===== config.mk =====
export PLATFORM = sky130hd
export DESIGN_NAME = percent_decode_utf8_to_latin1_top
export DESIGN_NICKNAME = d
export VERILOG_FILES = /design/src/rtl/pdu_pkg.sv /design/src/rtl/pdu_front.sv /design/src/rtl/pdu_queue.sv /design/src/rtl/pdu_back.sv /design/src/rtl/percent_decode_utf8_to_latin1_top.sv
export SDC_FILE = /design/constraint.sdc
export NUM_CORES = 1
export LEC_CHECK = 0
export BUFFER_PORTS_ARGS = -buffer_cell sky130_fd_sc_hd__buf_2
export CORE_AREA = 2 2 185 133
export CTS_CLUSTER_DIAMETER = 80
export DETAILED_ROUTE_END_ITERATION = 12
export DIE_AREA = 0 0 187 135
export PLACE_DENSITY = 0.76
export SETUP_SLACK_MARGIN = 0.4
export SLEW_MARGIN = 5
export SYNTH_ARGS = -nofsm -noshare
export SYNTH_HDL_FRONTEND = slang
export SYNTH_SLANG_ARGS = --single-unit

===== constraint.sdc =====
create_clock -name clk -period 12.21 [get_ports clk]
set_input_delay 1.8315 -clock clk [delete_from_list [all_inputs] [get_ports clk]]
set_output_delay 1.8315 -clock clk [all_outputs]
set_load 0.02 [all_outputs]

===== src/rtl/pdu_pkg.sv =====
// Shared types, constants and helpers for the percent decoder.
package pdu_pkg;

  localparam logic [7:0] PERCENT   = 8'h25;
  localparam int         BURST_MAX = 6;
  localparam int         CNT_W     = 3;

  typedef enum logic [2:0] {
    PH_IDLE    = 3'd0,
    PH_PCT     = 3'd1,
    PH_PCT_H   = 3'd2,
    PH_PAIR_HI = 3'd3,
    PH_PAIR_P  = 3'd4,
    PH_PAIR_PH = 3'd5
  } phase_t;

  // Up to six output bytes caused by one input item; data[0] goes out first.
  typedef struct packed {
    logic [BURST_MAX-1:0][7:0] data;
    logic [CNT_W-1:0]          count;
    logic                      last;
  } burst_t;

  function automatic logic is_hex(logic [7:0] b);
    return (b >= 8'h30 && b <= 8'h39) || (b >= 8'h41 && b <= 8'h46) ||
           (b >= 8'h61 && b <= 8'h66);
  endfunction

  function automatic logic [3:0] hex_nibble(logic [7:0] b);
    logic [3:0] r;
    r = 4'h0;
    if (b >= 8'h30 && b <= 8'h39) begin
      r = 4'(b - 8'h30);
    end else if (b >= 8'h41 && b <= 8'h46) begin
      r = 4'(b - 8'h37);
    end else if (b >= 8'h61 && b <= 8'h66) begin
      r = 4'(b - 8'h57);
    end
    return r;
  endfunction

  function automatic logic [7:0] pair_value(logic [7:0] hi, logic [7:0] lo);
    return {hex_nibble(hi), hex_nibble(lo)};
  endfunction

  // Append one byte to a burst.
  function automatic burst_t burst_push(burst_t bu, logic [7:0] v);
    burst_t r;
    r = bu;
    if (bu.count < CNT_W'(BURST_MAX)) begin
      r.data[bu.count] = v;
      r.count          = bu.count + CNT_W'(1);
    end
    return r;
  endfunction

endpackage


===== src/rtl/pdu_front.sv =====
// Front end: takes input items, tracks the escape phase, builds output bursts.
module pdu_front (
  input  logic           clk,
  input  logic           rst,
  input  logic           take,       // item accepted this cycle
  input  logic [7:0]     in_byte,
  input  logic           in_last,
  output pdu_pkg::burst_t burst,
  output logic           burst_push  // item accepted and its burst holds at least one byte
);

  pdu_pkg::phase_t phase, phase_next, phase_step;
  logic [7:0] d1, d2, d3;
  logic [7:0] d1_next, d2_next, d3_next;

  always_ff @(posedge clk) begin
    if (rst) begin
      phase <= pdu_pkg::PH_IDLE;
      d1    <= 8'h00;
      d2    <= 8'h00;
      d3    <= 8'h00;
    end else if (take) begin
      phase <= phase_next;
      d1    <= d1_next;
      d2    <= d2_next;
      d3    <= d3_next;
    end
  end

  // next state
  always_comb begin
    logic hx;
    logic [7:0] n0;
    hx         = pdu_pkg::is_hex(in_byte);
    n0         = pdu_pkg::pair_value(d1, in_byte);
    d1_next    = d1;
    d2_next    = d2;
    d3_next    = d3;
    phase_step = pdu_pkg::PH_IDLE;
    case (phase)
      pdu_pkg::PH_PCT: begin
        if (hx) begin
          d1_next    = in_byte;
          phase_step = pdu_pkg::PH_PCT_H;
        end else if (in_byte == pdu_pkg::PERCENT) begin
          phase_step = pdu_pkg::PH_PCT;
        end
      end
      pdu_pkg::PH_PCT_H: begin
        if (hx) begin
          d2_next = in_byte;
          if (n0[7]) phase_step = pdu_pkg::PH_PAIR_HI;
        end else if (in_byte == pdu_pkg::PERCENT) begin
          phase_step = pdu_pkg::PH_PCT;
        end
      end
      pdu_pkg::PH_PAIR_HI: begin
        if (in_byte == pdu_pkg::PERCENT) phase_step = pdu_pkg::PH_PAIR_P;
      end
      pdu_pkg::PH_PAIR_P: begin
        if (hx) begin
          d3_next    = in_byte;
          phase_step = pdu_pkg::PH_PAIR_PH;
        end else if (in_byte == pdu_pkg::PERCENT) begin
          phase_step = pdu_pkg::PH_PCT;
        end
      end
      pdu_pkg::PH_PAIR_PH: begin
        if (!hx && in_byte == pdu_pkg::PERCENT) phase_step = pdu_pkg::PH_PCT;
      end
      default: begin
        if (in_byte == pdu_pkg::PERCENT) phase_step = pdu_pkg::PH_PCT;
      end
    endcase
    phase_next = in_last ? pdu_pkg::PH_IDLE : phase_step;
  end

  // outputs: bytes of this item's burst
  always_comb begin
    pdu_pkg::burst_t bu;
    logic hx;
    logic [7:0] n0, n1, pv;
    hx = pdu_pkg::is_hex(in_byte);
    n0 = pdu_pkg::pair_value(d1, d2);
    n1 = pdu_pkg::pair_value(d3, in_byte);
    pv = pdu_pkg::pair_value(d1, in_byte);
    bu = '0;
    case (phase)
      pdu_pkg::PH_PCT: begin
        if (!hx) begin
          bu = pdu_pkg::burst_push(bu, pdu_pkg::PERCENT);
          if (in_byte != pdu_pkg::PERCENT) bu = pdu_pkg::burst_push(bu, in_byte);
        end
      end
      pdu_pkg::PH_PCT_H: begin
        if (hx) begin
          if (!pv[7]) bu = pdu_pkg::burst_push(bu, pv);
        end else begin
          bu = pdu_pkg::burst_push(bu, pdu_pkg::PERCENT);
          bu = pdu_pkg::burst_push(bu, d1);
          if (in_byte != pdu_pkg::PERCENT) bu = pdu_pkg::burst_push(bu, in_byte);
        end
      end
      pdu_pkg::PH_PAIR_HI: begin
        if (in_byte != pdu_pkg::PERCENT) begin
          bu = pdu_pkg::burst_push(bu, n0);
          bu = pdu_pkg::burst_push(bu, in_byte);
        end
      end
      pdu_pkg::PH_PAIR_P: begin
        if (!hx) begin
          bu = pdu_pkg::burst_push(bu, pdu_pkg::PERCENT);
          bu = pdu_pkg::burst_push(bu, d1);
          bu = pdu_pkg::burst_push(bu, d2);
          bu = pdu_pkg::burst_push(bu, pdu_pkg::PERCENT);
          if (in_byte != pdu_pkg::PERCENT) bu = pdu_pkg::burst_push(bu, in_byte);
        end
      end
      pdu_pkg::PH_PAIR_PH: begin
        // two-byte lead 110xxxxx, continuation 10xxxxxx
        if (hx && n0[7:5] == 3'b110 && n1[7:6] == 2'b10) begin
          bu = pdu_pkg::burst_push(bu, {n0[1:0], n1[5:0]});
        end else begin
          bu = pdu_pkg::burst_push(bu, pdu_pkg::PERCENT);
          bu = pdu_pkg::burst_push(bu, d1);
          bu = pdu_pkg::burst_push(bu, d2);
          bu = pdu_pkg::burst_push(bu, pdu_pkg::PERCENT);
          bu = pdu_pkg::burst_push(bu, d3);
          if (in_byte != pdu_pkg::PERCENT) bu = pdu_pkg::burst_push(bu, in_byte);
        end
      end
      default: begin
        if (in_byte != pdu_pkg::PERCENT) bu = pdu_pkg::burst_push(bu, in_byte);
      end
    endcase

    // end of string: flush whatever escape is still open
    if (in_last) begin
      case (phase_step)
        pdu_pkg::PH_PCT: begin
          bu = pdu_pkg::burst_push(bu, pdu_pkg::PERCENT);
        end
        pdu_pkg::PH_PCT_H: begin
          bu = pdu_pkg::burst_push(bu, pdu_pkg::PERCENT);
          bu = pdu_pkg::burst_push(bu, d1_next);
        end
        pdu_pkg::PH_PAIR_HI: begin
          bu = pdu_pkg::burst_push(bu, pdu_pkg::pair_value(d1_next, d2_next));
        end
        pdu_pkg::PH_PAIR_P: begin
          bu = pdu_pkg::burst_push(bu, pdu_pkg::PERCENT);
          bu = pdu_pkg::burst_push(bu, d1_next);
          bu = pdu_pkg::burst_push(bu, d2_next);
          bu = pdu_pkg::burst_push(bu, pdu_pkg::PERCENT);
        end
        pdu_pkg::PH_PAIR_PH: begin
          bu = pdu_pkg::burst_push(bu, pdu_pkg::PERCENT);
          bu = pdu_pkg::burst_push(bu, d1_next);
          bu = pdu_pkg::burst_push(bu, d2_next);
          bu = pdu_pkg::burst_push(bu, pdu_pkg::PERCENT);
          bu = pdu_pkg::burst_push(bu, d3_next);
        end
        default: begin
        end
      endcase
    end
    bu.last    = in_last;
    burst      = bu;
    burst_push = take && (bu.count != '0);
  end

endmodule


===== src/rtl/pdu_queue.sv =====
// Short queue of bursts between the front and back ends.
module pdu_queue #(
  parameter int DEPTH = 2
) (
  input  logic            clk,
  input  logic            rst,
  input  logic            push,
  input  pdu_pkg::burst_t push_data,
  input  logic            pop,
  output pdu_pkg::burst_t head,
  output logic            full,
  output logic            empty
);

  localparam int PTR_W = (DEPTH > 1) ? $clog2(DEPTH) : 1;
  localparam int CNT_W = $clog2(DEPTH + 1);

  pdu_pkg::burst_t mem [DEPTH];
  logic [PTR_W-1:0] wr_ptr, rd_ptr;
  logic [CNT_W-1:0] fill;

  assign full  = (fill == CNT_W'(DEPTH));
  assign empty = (fill == '0);
  assign head  = mem[rd_ptr];

  always_ff @(posedge clk) begin
    if (push) mem[wr_ptr] <= push_data;
  end

  always_ff @(posedge clk) begin
    if (rst) begin
      wr_ptr <= '0;
      rd_ptr <= '0;
      fill   <= '0;
    end else begin
      if (push) wr_ptr <= (wr_ptr == PTR_W'(DEPTH - 1)) ? '0 : wr_ptr + PTR_W'(1);
      if (pop)  rd_ptr <= (rd_ptr == PTR_W'(DEPTH - 1)) ? '0 : rd_ptr + PTR_W'(1);
      if (push && !pop)      fill <= fill + CNT_W'(1);
      else if (pop && !push) fill <= fill - CNT_W'(1);
    end
  end

endmodule


===== src/rtl/pdu_back.sv =====
// Back end: shifts each burst out one byte per cycle while out_ready is high.
module pdu_back (
  input  logic            clk,
  input  logic            rst,
  input  pdu_pkg::burst_t head,
  input  logic            empty,
  output logic            pop,
  output logic            out_valid,
  input  logic            out_ready,
  output logic [7:0]      out_byte,
  output logic            out_last
);

  logic [pdu_pkg::BURST_MAX-1:0][7:0] cur_data;
  logic [pdu_pkg::CNT_W-1:0]          cur_left;
  logic                               cur_last;
  logic                               take;

  assign out_valid = (cur_left != '0);
  assign out_byte  = cur_data[0];
  assign out_last  = cur_last && (cur_left == pdu_pkg::CNT_W'(1));
  assign take      = out_valid && out_ready;
  // reload once the current burst is gone or its final byte leaves now
  assign pop       = !empty && (!out_valid || (take && cur_left == pdu_pkg::CNT_W'(1)));

  always_ff @(posedge clk) begin
    if (rst) begin
      cur_left <= '0;
    end else if (pop) begin
      cur_left <= head.count;
    end else if (take) begin
      cur_left <= cur_left - pdu_pkg::CNT_W'(1);
    end
  end

  always_ff @(posedge clk) begin
    if (pop) begin
      cur_data <= head.data;
      cur_last <= head.last;
    end else if (take) begin
      cur_data <= {8'h00, cur_data[pdu_pkg::BURST_MAX-1:1]};
    end
  end

endmodule


===== src/rtl/percent_decode_utf8_to_latin1_top.sv =====
// Top level of the percent-escape decoder with two-byte UTF-8 folding.
//
//  channel  dir  handshake              tdata                tlast
//  s_axis   in   s_axis_tvalid/tready   [7:0] in_byte        in_last
//  m_axis   out  m_axis_tvalid/tready   [7:0] out_byte       out_last
//
// One input item is taken per cycle while the burst queue has room.
// Each item yields 0 to 6 output items, sent one per cycle by the back end while
// m_axis_tready is high, so the output port sets the rate for malformed escapes.
// A burst is registered in the queue, then loaded into the back end's shift register.
// rst is synchronous and clears the escape phase, the queue and the back end.
// Either side may stall; the queue of QUEUE_DEPTH bursts decouples them.
module percent_decode_utf8_to_latin1_top #(
  parameter int QUEUE_DEPTH = 2
) (
  input  logic       clk,
  input  logic       rst,
  input  logic       s_axis_tvalid,
  output logic       s_axis_tready,
  input  logic [7:0] s_axis_tdata,   // [7:0] in_byte
  input  logic       s_axis_tlast,
  output logic       m_axis_tvalid,
  input  logic       m_axis_tready,
  output logic [7:0] m_axis_tdata,   // [7:0] out_byte
  output logic       m_axis_tlast
);

  pdu_pkg::burst_t burst, head;
  logic            burst_push, full, empty, pop, take;

  assign s_axis_tready = !full;
  assign take          = s_axis_tvalid && !full;

  pdu_front u_front (
    .clk        (clk),
    .rst        (rst),
    .take       (take),
    .in_byte    (s_axis_tdata),
    .in_last    (s_axis_tlast),
    .burst      (burst),
    .burst_push (burst_push)
  );

  pdu_queue #(
    .DEPTH (QUEUE_DEPTH)
  ) u_queue (
    .clk       (clk),
    .rst       (rst),
    .push      (burst_push),
    .push_data (burst),
    .pop       (pop),
    .head      (head),
    .full      (full),
    .empty     (empty)
  );

  pdu_back u_back (
    .clk       (clk),
    .rst       (rst),
    .head      (head),
    .empty     (empty),
    .pop       (pop),
    .out_valid (m_axis_tvalid),
    .out_ready (m_axis_tready),
    .out_byte  (m_axis_tdata),
    .out_last  (m_axis_tlast)
  );

endmodule

==> out/metrics.yaml <==
synth.cell_area_mm2: 0.0115
crit_type: "in -> reg"
cts_buffers: 17
setup.reg_to_reg.worst_slack_ns: 3.54
layout-drive-gt1-share: 0.113
critPathBufInv: 5
cell_depth_of_the_worst_hold_path: 2
placement.io_buffers: 23
detail_route.vias_per_cell: 6.61
place_ws_ns: 2.28
cts-resized-gates: 0
slew_at_the_pin_with_the_worst_max_slew_slack_ns: 1.17
design.die.area_mm2: 0.0252
synth-compound-area-share: 0.216
critical-path-slowest-cell: "sky130_fd_sc_hd__nor2b_4"
antenna-diode-count: 0
finalSetupViolCount: 0
ys_async_sr_fraction: 0
p_leak_nw: 4.34
timing.critical_path.max_delay_family: "compound AO/OA/AOI/OAI gates"
num_io_pins: 24
hold_start: "u_front.d3[6]"
grt_pass1_wl_um: 57000
tritoncts_num_sinks: 188
most_common_cell_after_layout_fill_and_taps_aside: "sky130_fd_sc_hd__edfxtp_1"
wl_um: 38700
route.detailed.drc: 0
drtAntennaViolNets: 0
hold_path_sink: "u_front.d3[6]"
vias: 10018
setup_slack_ns: 2.44
synth_ff_type: "sky130_fd_sc_hd__edfxtp_1"
cts_hold_buffers: 0
finClkSkew_ns: 0.0218
cpPeakStageDelay_ns: 0.66
final_period_minus_worst_setup_slack_ns: 9.77
global_route.overflow_total: 0
cap_violations: 0
final_max_slew_viol_count: 0
die-height_um: 135
synthesis.instances: 1193
peak_supply_drop_mv: 0.351
synth_enable_flop_cells: 153
critPathRequiredTime_ns: 12.28
fin_tns_setup_ns: 0
cts_root_buf: "sky130_fd_sc_hd__clkbuf_16"
critPathArrivalTime_ns: 9.85
synth_adder_area_share: 0.0347
tritoncts_clock_tree: "done"
rr_endpoint: "u_queue.mem[0][30]"
synth_top_family_by_area: "compound AO/OA/AOI/OAI gates"
routed_wire_length_per_instance_um: 25.5
ctsLongestPathBuffers: 2
grt_max_degree: 92
slew_headroom: 0.216
detailedRoute.firstIterationViolations: 1760
hold_path.class: "reg -> reg"
place_congestion: 1.07
timing.fmax_mhz: 102
number_of_global_route_vias_before_repair: 9002
p_total_w: 0.00217
post_synth.cell_area_avg_um2: 9.68
design.final.nets: 1230
syn-num-nets: 1238
worst_setup_hold_path_clk_slew_ns: 0.08
r2r-start: "u_front.d1[0]"
area_growth_syn_to_layout_pct: 8.42
postPlaceCellArea_mm2: 0.0120
fp.dieW_um: 187
setup_repair_after_global_routing_missed_its_margin: "false"
yosys_warnings: 0
timing.critical_path.mode_cell: "sky130_fd_sc_hd__ha_1"
cell_rows: 47
timing.final.hold_violations: 0
synth_xor_area_frac: 0.00758
grtUsageTotal: 0.304
drt-pass1-iter-count: 6
synth.yosys.seq_area_share: 0.459
start_util: 0.495
cts_setup_buffers: 0
htree_num_levels: 4
most_used_cells_in_the_layout_excluding_fill_and_tap_cells: "sky130_fd_sc_hd__edfxtp_1, sky130_fd_sc_hd__nand2_1, sky130_fd_sc_hd__nor2_1, sky130_fd_sc_hd__o21ai_0, sky130_fd_sc_hd__mux2i_1"
critical_path.endpoint_type: "flip-flop"
multiplexer_share_of_the_synthesized_area: 0.0854
antenna_found_initial: 0
critPathLaunchType: "primary input"
ys_types: 86
fill_cells: 2072
fin_crit_sh: 0.800
synth.ff_latch_count: 188
fin_worst_hold_slack_ns: 0.510
pwrdens_mw_per_mm2: 173
synthSimpleGateAreaFrac: 0.156
core_area_mm2: 0.0233
clk_latency_ns: 0.44
hpwl_um: 28600
run_status: "finished, final reports clean"
critPathMaxFanout: 29
r2r_cells: 28
fin_area_mm2: 0.0125
metal layers:
metal / vias to the layer above / routed length, um / global-route usage
met3: 78 / 5670 / 0.120
met4: 0 / 1050 / 0.0798
li1: 4483 / - / -
met1: 4740 / 16900 / 0.445
met5: - / 0 / 0
met2: 717 / 15100 / 0.414
logic make-up after synthesis:
family,after synthesis
buffers and inverters,113
AND/OR/NAND/NOR,381
flip-flops,188
multiplexers,96
adder cells (fa/ha/maj),32
XOR/XNOR,10
AO/OA/AOI/OAI,373
power breakdown:
part           switching (W)  internal, W
combinational       0.000445     0.000194
sequential         0.0000608     0.000932
clock               0.000251     0.000286
total               0.000757      0.00141
cell type report:
cell class / count / area [um2] / area share
flip-flops and latches: 188 / 5300 / 0.423
clock buffers: 18 / 429 / 0.0343
clock inverters: 14 / 136 / 0.0109
inverters: 35 / 131 / 0.0105
well taps: 318 / 398 / 0.0318
repair buffers: 51 / 325 / 0.0260
multi-input cells: 892 / 5800 / 0.464
how the worst max path moves through the flow:
| stage | start | slack, ns | end | depth (start not counted) |
|---|---|---|---|---|
| 5_1_grt | s_axis_tdata[1] | 2.04 | u_queue.mem[0][30] | 28 |
| 4_1_cts | s_axis_tdata[1] | 2.69 | u_queue.mem[0][30] | 29 |
| 6_report | s_axis_tdata[1] | 2.44 | u_queue.mem[0][30] | 29 |
| 3_5_place_dp | s_axis_tdata[1] | 2.28 | u_queue.mem[0][41] | 29 |
| 2_1_floorplan | s_axis_tdata[1] | 2.20 | u_queue.mem[0][0] | 27 |
| 3_3_place_gp | s_axis_tdata[1] | 2.46 | u_queue.mem[0][41] | 28 |
metrics by stage:
step / utilization / instances
detailed placement: 0.512 / 1484
finish: 0.536 / 1516
floorplan: - / 1193
global route: 0.536 / 1516
global placement: 0.512 / 1484
CTS: 0.536 / 1516
state kept, by name (all words and copies together), names as in the netlist, named ones only:
signal,count
u_back.cur_last,1
u_back.cur_left,3
u_queue.fill,2
u_front.d3,8
u_queue.mem,104
u_front.d1,8
u_back.cur_data,40
u_queue.rd_ptr,1
u_back.out_byte,8
u_front.d2,8
u_queue.wr_ptr,1
u_front.phase,3
worst min-delay path, stage by stage, from the launching register on:
cell and delay (ns):
sky130_fd_sc_hd__dfxtp_1 0.34, sky130_fd_sc_hd__nand2_1 0.06, sky130_fd_sc_hd__a21oi_1 0.06
synthesized netlist by cell type (all sizes together) (15+ instances only):
| cell type | count | area (um2) |
|---|---|---|
| edfxtp | 153 | 4590 |
| o21ai | 100 | 500 |
| nor2 | 116 | 443 |
| o211ai | 15 | 113 |
| dfxtp | 35 | 701 |
| a21oi | 71 | 370 |
| inv | 34 | 128 |
| clkbuf | 49 | 184 |
| mux2i | 79 | 791 |
| ha | 32 | 400 |
| buf | 29 | 161 |
| mux2 | 17 | 195 |
| nor3 | 30 | 171 |
| a22oi | 29 | 218 |
| a31oi | 17 | 106 |
| nand3 | 18 | 90.1 |
| nand2 | 138 | 521 |
| a211oi | 30 | 230 |
(Power assumes the default switching activity.)
